--- src/design/rvdec_pkg.sv ---
package rvdec_pkg;

    localparam logic [6:0] OPC_U_MASK = 7'b0010100;
    localparam logic [6:0] OPC_JAL    = 7'b1101111;
    localparam logic [6:0] OPC_OP     = 7'b0110011;
    localparam logic [6:0] OPC_LOAD   = 7'b0000011;
    localparam logic [6:0] OPC_OPIMM  = 7'b0010011;
    localparam logic [6:0] OPC_SYSTEM = 7'b1110011;
    localparam logic [6:0] OPC_JALR   = 7'b1100111;
    localparam logic [6:0] OPC_STORE  = 7'b0100011;
    localparam logic [6:0] OPC_BRANCH = 7'b1100011;

    localparam logic [2:0] FMT_NONE = 3'd0;
    localparam logic [2:0] FMT_U    = 3'd1;
    localparam logic [2:0] FMT_J    = 3'd2;
    localparam logic [2:0] FMT_R    = 3'd3;
    localparam logic [2:0] FMT_I    = 3'd4;
    localparam logic [2:0] FMT_S    = 3'd5;
    localparam logic [2:0] FMT_B    = 3'd6;

    localparam logic [1:0] VAR_ZERO  = 2'd0;
    localparam logic [1:0] VAR_OTHER = 2'd1;
    localparam logic [1:0] VAR_ONE   = 2'd2;

    localparam int IN_DATA_W  = 32;
    localparam int OUT_DATA_W = 56;

    typedef struct packed {
        logic        ends_block;
        logic [1:0]  variant_sel;
        logic [7:0]  cmd_index;
        logic [19:0] immediate;
        logic [4:0]  src_reg_b;
        logic [4:0]  src_reg_a;
        logic [4:0]  dest_reg;
        logic [2:0]  format_class;
    } dec_result_t;

endpackage

--- src/design/rv32im_instruction_decoder_unit.sv ---
// An accepted input word passes through an input register and a result register to the master side.
// Throughput: one word per cycle unless m_tready stalls; an input register feeds the decode logic
// and a result register holds the decoded word until it is taken.
// Reset: rst_n asynchronous, active low; clears both stage valid flags, payload is not reset.
module rv32im_instruction_decoder_unit
(
    input  logic                              clk,
    input  logic                              rst_n,
    input  logic                              s_tvalid,
    output logic                              s_tready,
    input  logic [rvdec_pkg::IN_DATA_W-1:0]   s_tdata,  // instr_word[31:0]
    output logic                              m_tvalid,
    input  logic                              m_tready,
    output logic [rvdec_pkg::OUT_DATA_W-1:0]  m_tdata   // format_class[2:0], dest_reg[7:3],
                                                        // src_reg_a[12:8], src_reg_b[17:13],
                                                        // immediate[37:18], cmd_index[45:38],
                                                        // variant_sel[47:46], ends_block[48],
                                                        // zero[55:49]
);
    import rvdec_pkg::*;

    logic        in_valid_reg;
    logic [31:0] in_word_reg;
    logic        out_valid_reg;
    dec_result_t out_result_reg;
    dec_result_t dec_result;
    logic        out_load;

    assign out_load = !out_valid_reg || m_tready;
    assign s_tready = !in_valid_reg || out_load;

    rvdec_decode u_decode
    (
        .instr  (in_word_reg),
        .result (dec_result)
    );

    always_ff @(posedge clk or negedge rst_n)
    begin
        if (!rst_n)
        begin
            in_valid_reg  <= 1'b0;
            out_valid_reg <= 1'b0;
        end
        else
        begin
            if (s_tready)
            begin
                in_valid_reg <= s_tvalid;
            end
            if (out_load)
            begin
                out_valid_reg <= in_valid_reg;
            end
        end
    end

    always_ff @(posedge clk)
    begin
        if (s_tvalid && s_tready)
        begin
            in_word_reg <= s_tdata;
        end
        if (out_load && in_valid_reg)
        begin
            out_result_reg <= dec_result;
        end
    end

    assign m_tvalid = out_valid_reg;
    assign m_tdata  = {{(OUT_DATA_W - $bits(dec_result_t)){1'b0}}, out_result_reg};

endmodule

--- src/design/rvdec_decode.sv ---
module rvdec_decode
(
    input  logic [31:0]          instr,
    output rvdec_pkg::dec_result_t result
);
    import rvdec_pkg::*;

    logic [6:0] opc;
    logic [2:0] f3;
    logic [6:0] f7;
    logic [2:0] use_f3;
    logic [6:0] use_f7;

    assign opc = instr[6:0];
    assign f3  = instr[14:12];
    assign f7  = instr[31:25];

    always_comb
    begin
        result.format_class = FMT_NONE;
        result.dest_reg     = '0;
        result.src_reg_a    = '0;
        result.src_reg_b    = '0;
        result.immediate    = '0;
        result.ends_block   = 1'b0;
        use_f3              = '0;
        use_f7              = '0;
        if ((opc & OPC_U_MASK) == OPC_U_MASK)
        begin
            result.format_class = FMT_U;
            result.dest_reg     = instr[11:7];
            result.immediate    = instr[31:12];
        end
        else
        begin
            unique case (opc) inside
                OPC_JAL:
                begin
                    result.format_class = FMT_J;
                    result.dest_reg     = instr[11:7];
                    result.immediate    = {instr[31], instr[19:12], instr[20], instr[30:21]};
                    result.ends_block   = 1'b1;
                end
                OPC_OP:
                begin
                    result.format_class = FMT_R;
                    result.dest_reg     = instr[11:7];
                    result.src_reg_a    = instr[19:15];
                    result.src_reg_b    = instr[24:20];
                    use_f3              = f3;
                    use_f7              = f7;
                end
                OPC_LOAD, OPC_OPIMM, OPC_SYSTEM, OPC_JALR:
                begin
                    result.format_class = FMT_I;
                    result.dest_reg     = instr[11:7];
                    result.src_reg_a    = instr[19:15];
                    result.immediate    = {{8{instr[31]}}, instr[31:20]};
                    use_f3              = f3;
                    result.ends_block   = (opc == OPC_JALR) ||
                                          ((opc == OPC_SYSTEM) && (f3 == 3'd0));
                end
                OPC_STORE:
                begin
                    result.format_class = FMT_S;
                    result.src_reg_a    = instr[19:15];
                    result.src_reg_b    = instr[24:20];
                    result.immediate    = {{8{instr[31]}}, instr[31:25], instr[11:7]};
                    use_f3              = f3;
                end
                OPC_BRANCH:
                begin
                    result.format_class = FMT_B;
                    result.src_reg_a    = instr[19:15];
                    result.src_reg_b    = instr[24:20];
                    result.immediate    = {{8{instr[31]}}, instr[31], instr[7],
                                           instr[30:25], instr[11:8]};
                    use_f3              = f3;
                    result.ends_block   = 1'b1;
                end
                default:
                begin
                    result.format_class = FMT_NONE;
                end
            endcase
        end
        result.cmd_index = {use_f3, opc[6:2]};
        if (use_f7 == 7'd0)
        begin
            result.variant_sel = VAR_ZERO;
        end
        else if (use_f7 == 7'd1)
        begin
            result.variant_sel = VAR_ONE;
        end
        else
        begin
            result.variant_sel = VAR_OTHER;
        end
    end

endmodule
--- config.mk ---
export PLATFORM = sky130hd
export DESIGN_NAME = rv32im_instruction_decoder_unit
export DESIGN_NICKNAME = d
export VERILOG_FILES = /design/src/design/rvdec_pkg.sv /design/src/design/rv32im_instruction_decoder_unit.sv /design/src/design/rvdec_decode.sv
export SDC_FILE = /design/constraint.sdc
export NUM_CORES = 1
export LEC_CHECK = 0
export ABC_AREA = 1
export BUFFER_PORTS_ARGS = -buffer_cell sky130_fd_sc_hd__buf_2
export CELL_PAD_IN_SITES_DETAIL_PLACEMENT = 1
export CELL_PAD_IN_SITES_GLOBAL_PLACEMENT = 2
export CORE_MARGIN = 2
export CORE_UTILIZATION = 35
export DETAILED_ROUTE_END_ITERATION = 7
export GPL_ROUTABILITY_DRIVEN = 0
export PLACE_DENSITY = 0.83
export REMOVE_ABC_BUFFERS = 1
export SLEW_MARGIN = 40
export SYNTH_ARGS = -nofsm -noshare
export SYNTH_HDL_FRONTEND = slang
export SYNTH_SLANG_ARGS = --single-unit
--- constraint.sdc ---
create_clock -name clk -period 5.65 [get_ports clk]
set_input_delay 0.565 -clock clk [delete_from_list [all_inputs] [get_ports clk]]
set_output_delay 0.565 -clock clk [all_outputs]
set_load 0.02 [all_outputs]
# --- Word-level counts from Yosys, hierarchy flattened ---
# Index checks and enable logic that the tools add are counted.
# W data, S select, Z words.
word_totals:
  register_bits: 83
  input_bits: 36
  output_inout_bits: 58
  word_cells: 50
op_classes:
  n_eq_ne: 10
  n_mux: 9
  n_bitwise: 2
  n_reduce_logical: 17
ops:
  columns: ["operator", "count"]
  rows:
  - ["$pmux W20 S4", 1]
  - ["$eq A7 B7 Y1 const B", 4]
  - ["$mux W20", 1]
  - ["$pmux W3 S5", 1]
  - ["$eq A7 B6 Y1 const B", 2]
  - ["$mux W7", 2]
  - ["$mux W8", 1]
  - ["$eq A7 B1 Y1 const B", 1]
  - ["$eq A7 B2 Y1 const B", 1]
  - ["$eq A7 B5 Y1 const B", 1]
  - ["$logic_not A7 Y1", 1]
  - ["$reduce_or A7 Y1", 1]
  - ["$reduce_or A2 Y1", 3]
  - ["$reduce_or A6 Y1", 1]
  - ["$mux W5", 1]
  - ["$reduce_or A4 Y1", 1]
  - ["$logic_and A1 B1 Y1", 3]
  - ["$logic_not A3 Y1", 1]
  - ["$logic_or A1 B1 Y1", 3]
  - ["$reduce_or A3 Y1", 1]
  - ["$eq A2 B2 Y1 const B", 1]
  - ["$logic_not A1 Y1", 2]
  - ["$mux W2", 1]
  - ["$not A1 Y1", 2]
  - ["$pmux W1 S2", 1]

# --- Longest topological paths before layout ---
logic_depth:
  ltp_word: 5
  mapped_depth: 9
  mapped_depth_nobuf: 9

# --- Hierarchy ---
# From an unflattened synthesis, not the netlist that was laid out.
hier_totals:
  hier_cells: 326
  hier_area_um2: 3632.2
by_module_without_submodules:
  columns: ["mod", "instances", "cells_each", "area_each_um2", "seq_area_each_um2"]
  rows:
  - ["rv32im_instruction_decoder_unit", 1, 101, 2583.7, 2482.4]
  - ["rvdec_decode", 1, 225, 1048.5, 0.0]

# --- Least setup slack after synthesis ---
# OpenSTA, ideal clock, no wires.
synth_path:
  kind: "input to register"
  from: "input port m_tready"
  to: "register out_result_reg (netlist bit m_tdata[0]) (enable)"
  setup_ns: 0.472
  arrival_time_ns: 3.003
  required_time_ns: 5.178
  path_slack_ns: 2.175
  path_stages: 2
  n_path_buf: 0
  cell_sequence: "inv_1 a21oi_1"
synth_between:
  elab_chain_len: 2
synth_lines:
  columns: ["item", "line_no", "source"]
  rows:
  - ["start, declared", "rv32im_instruction_decoder_unit.sv:13", "input logic m_tready,"]
  - ["$logic_or A1 B1 Y1", "rv32im_instruction_decoder_unit.sv:29", "assign out_load = !out_valid_reg || m_tready;"]
  - ["$logic_and A1 B1 Y1", "rv32im_instruction_decoder_unit.sv:64", "if (out_load && in_valid_reg)"]
  - ["end signal, assigned", "rv32im_instruction_decoder_unit.sv:66", "out_result_reg <= dec_result;"]
  - ["end, declared", "rv32im_instruction_decoder_unit.sv:25", "dec_result_t out_result_reg;"]
# Every way passes these cells.
# A chain may end at the register's enable or synchronous reset.

==> impl_results.md <==
* Status: complete, no violations
* Yosys cell types at 20
* HPWL after detailed placement at roughly 6500 um
* Final nets at 448
* Most common cell after layout, fill and taps aside: nand2_1
* Core box area at between 9000 and 10000 um^2
* Initial antenna violation count at 0
* Setup bufs post-CTS at 0
* Ranking of synthesized cells by area: edfxtp_1 69%, nand2_1 10%, inv_1 4.0%
* Gate Count Post-Synth at around 320
* Ratio of cells with drive above 1 in the final layout at a little over a quarter
* Max-Cap Viols at 0
* Number of nets still failing antenna checks after routing at 0
* H-Tree Depth at 3
* Leak at 1.89 nW
* Synth Area in Compound Gates at between 1.5 and 2%
* Hold slack at ~0.38 ns
* CTS sink count at 83
* TritonCTS buffer count at 9
* Via/cell ratio at 4.70
* CP Launch Type: flip-flop
* Worst skew pair latency at about 0.36 ns
* Worst Path Required at 5.86 ns
* Final Hold Vio Count at 0
* WHS Path Cells at 1
* Synth Register Bits at between 80 and 90
* Starting DRT DRC Count at about 120
* Largest net degree at the start of global routing at 33
* Met3 WL at around 510 um
* # fillers at between 1000 and 1500
* GRT Util Overall at between 10% and 20%
* Routed WL at just under 9000 um
* Top_reg_cell synth: edfxtp_1
* CTS root buf: clkbuf_8
* Area leader, netlist: edfxtp_1
* Wire per inst at approximately 16 um
* Vias in the first global route at 2636
* CTS tree: built
* Mux contribution to synthesized area at 0%
* PwrDens at around 320 nW/um^2
* Post-Synth Simple-Gate Area at around a fifth
* DIE AREA at ~11000 um^2
* XOR/XNOR Fraction of Synth Area at 0%
* HP Class: primary input to flip-flop
* Die Wd at approximately 100 um
* Post-route setup TNS at 0 ns
* Max VDD drop at 0.133 mV
* Area Growth Syn to Fin at 21.6%
* Rel. slew slack at around half
* Y dimension of the die at between 100 and 150 um
* Synth Area in Adders at 0%
* WS Path Type: flip-flop to flip-flop
* Period Utilization, post-route at 41.3%
* Cell Rows at 36
* # DRC at 0
* Worst Clk Skew at 0.00868 ns
* Metal2 WL at roughly 4500 um
* Leading cell types in the layout, fill and taps excluded: 94 x nand2_1, 86 x buf_2, 81 x edfxtp_1
* Diodes inserted at 0
* Largest family of logic cells by synthesized area: simple AND/OR/NAND/NOR gates
* Reg2Reg Depth at 7
* CTS Buffer Depth at 2
* Unrepaired setup endpoints after global routing: false
* Ys Warns at 0
* Synth Cell Area at 3530 um^2
* First-pass GRT wire length at about 14000 um
* Max reg flops at 49
* Setup violators final at 0
* Routed vias at 2585
* Critical path endpoint category: flip-flop
* Pre-antenna DRT Iters at 4
* CP Data Arrival Time at 2.55 ns
* DR top layer: met4
* Initial Util at 36.1%
* Share of the synthesized area in the top cell type at approximately 70%
* Register area share after synthesis at 70.4%
* Final worst path period need at around 2.3 ns
* CP Max Fanout at 21
* Worst-margin pin slew at approximately 0.75 ns
* Placed cell areas at about 4000 um^2
* Post-synth EDFFs at 81
* Mean post-synth cell area at between 10 and 15 um^2
* I/O pins at between 90 and 100
* GRT overflow at 0
* Fmax at ~0.43 GHz
* Slew Limit Fails at 0
* Count of input and output buffers at 86
* Fraction of registers with async set/reset at 2.41%
* Post-route cell area at about 4300 um^2
* Wl on met1 at approximately 3800 um
* Reg clk slew, reported paths at about 0.08 ns
[layout make-up]
type	count	area [um^2]	share of cell area, %
clock buffers	12	155	3.62
clock inverters	4	48.8	1.14
inverters	40	150	3.50
multi-input cells	189	833	19.4
flip-flops and latches	83	2480	57.8
well taps	133	166	3.88
repair buffers	89	455	10.6
[power breakdown]
part / internal (mW) / switching [mW]
Clock: 0.227 / 0.208
Sequential: 0.746 / 0.0331
Combinational: 0.0484 / 0.126
[synth_stat cells, drive strengths merged (2+ instances only)]
cell	count
nand2	94
nor2	33
o211ai	2
edfxtp	81
buf	12
nand4	17
inv	40
o21ai	6
dfrtp	2
nand3	26
clkbuf	3
[kinds of logic after synthesis]
group           after synthesis
other cells                   1
flops                        83
compound gates               11
buf+inv                      55
simple gates                171
[what timing repair did]
action	CTS	global route
hold endpoints to repair	2	0
gates resized for setup	0	0
hold buffers	1	0
[path summary, 6_finish.rpt]
check | to | slack [ns] | start
setup / recovery | m_tdata[35] | 3.32 | in_word_reg[2]
hold / removal | in_word_reg[23] | 0.38 | s_tdata[23]
setup reg to reg | m_tdata[35] | 3.32 | in_word_reg[2]
hold reg to reg | m_tvalid | 0.53 | in_valid_reg
max in group asynchronous | in_valid_reg | 5.03 | rst_n
min in group asynchronous | m_tvalid | 0.52 | rst_n
[critical path: stages (launching register included)]
cell      delay [ns]
edfxtp_1        0.47
inv_1           0.08
nand2_1         0.06
nor2_2          0.57
nand2_1         0.22
nand3_2         0.30
nand2_1         0.32
nand4_1         0.17
[stage by stage]
step / instances / util [%] / total power [mW] / setup slack (ns)
finish: 550 / 43.9 / 1.39 / 3.32
global route: 550 / 43.9 / 1.44 / 3.06
CTS: 550 / 43.9 / 1.41 / 3.34
detailed placement: 533 / 41.7 / 0.971 / 3.37
global placement: 533 / 41.7 / 0.965 / 3.52
floorplan: 312 / - / 0.890 / 2.18
[metal layers]
layer	vias up	track usage (%)
li1	1244	-
met1	1252	21.0
met2	78	28.8
met3	11	4.89
met4	0	4.92
met5	-	0
Power figures use the tool's default switching activity.
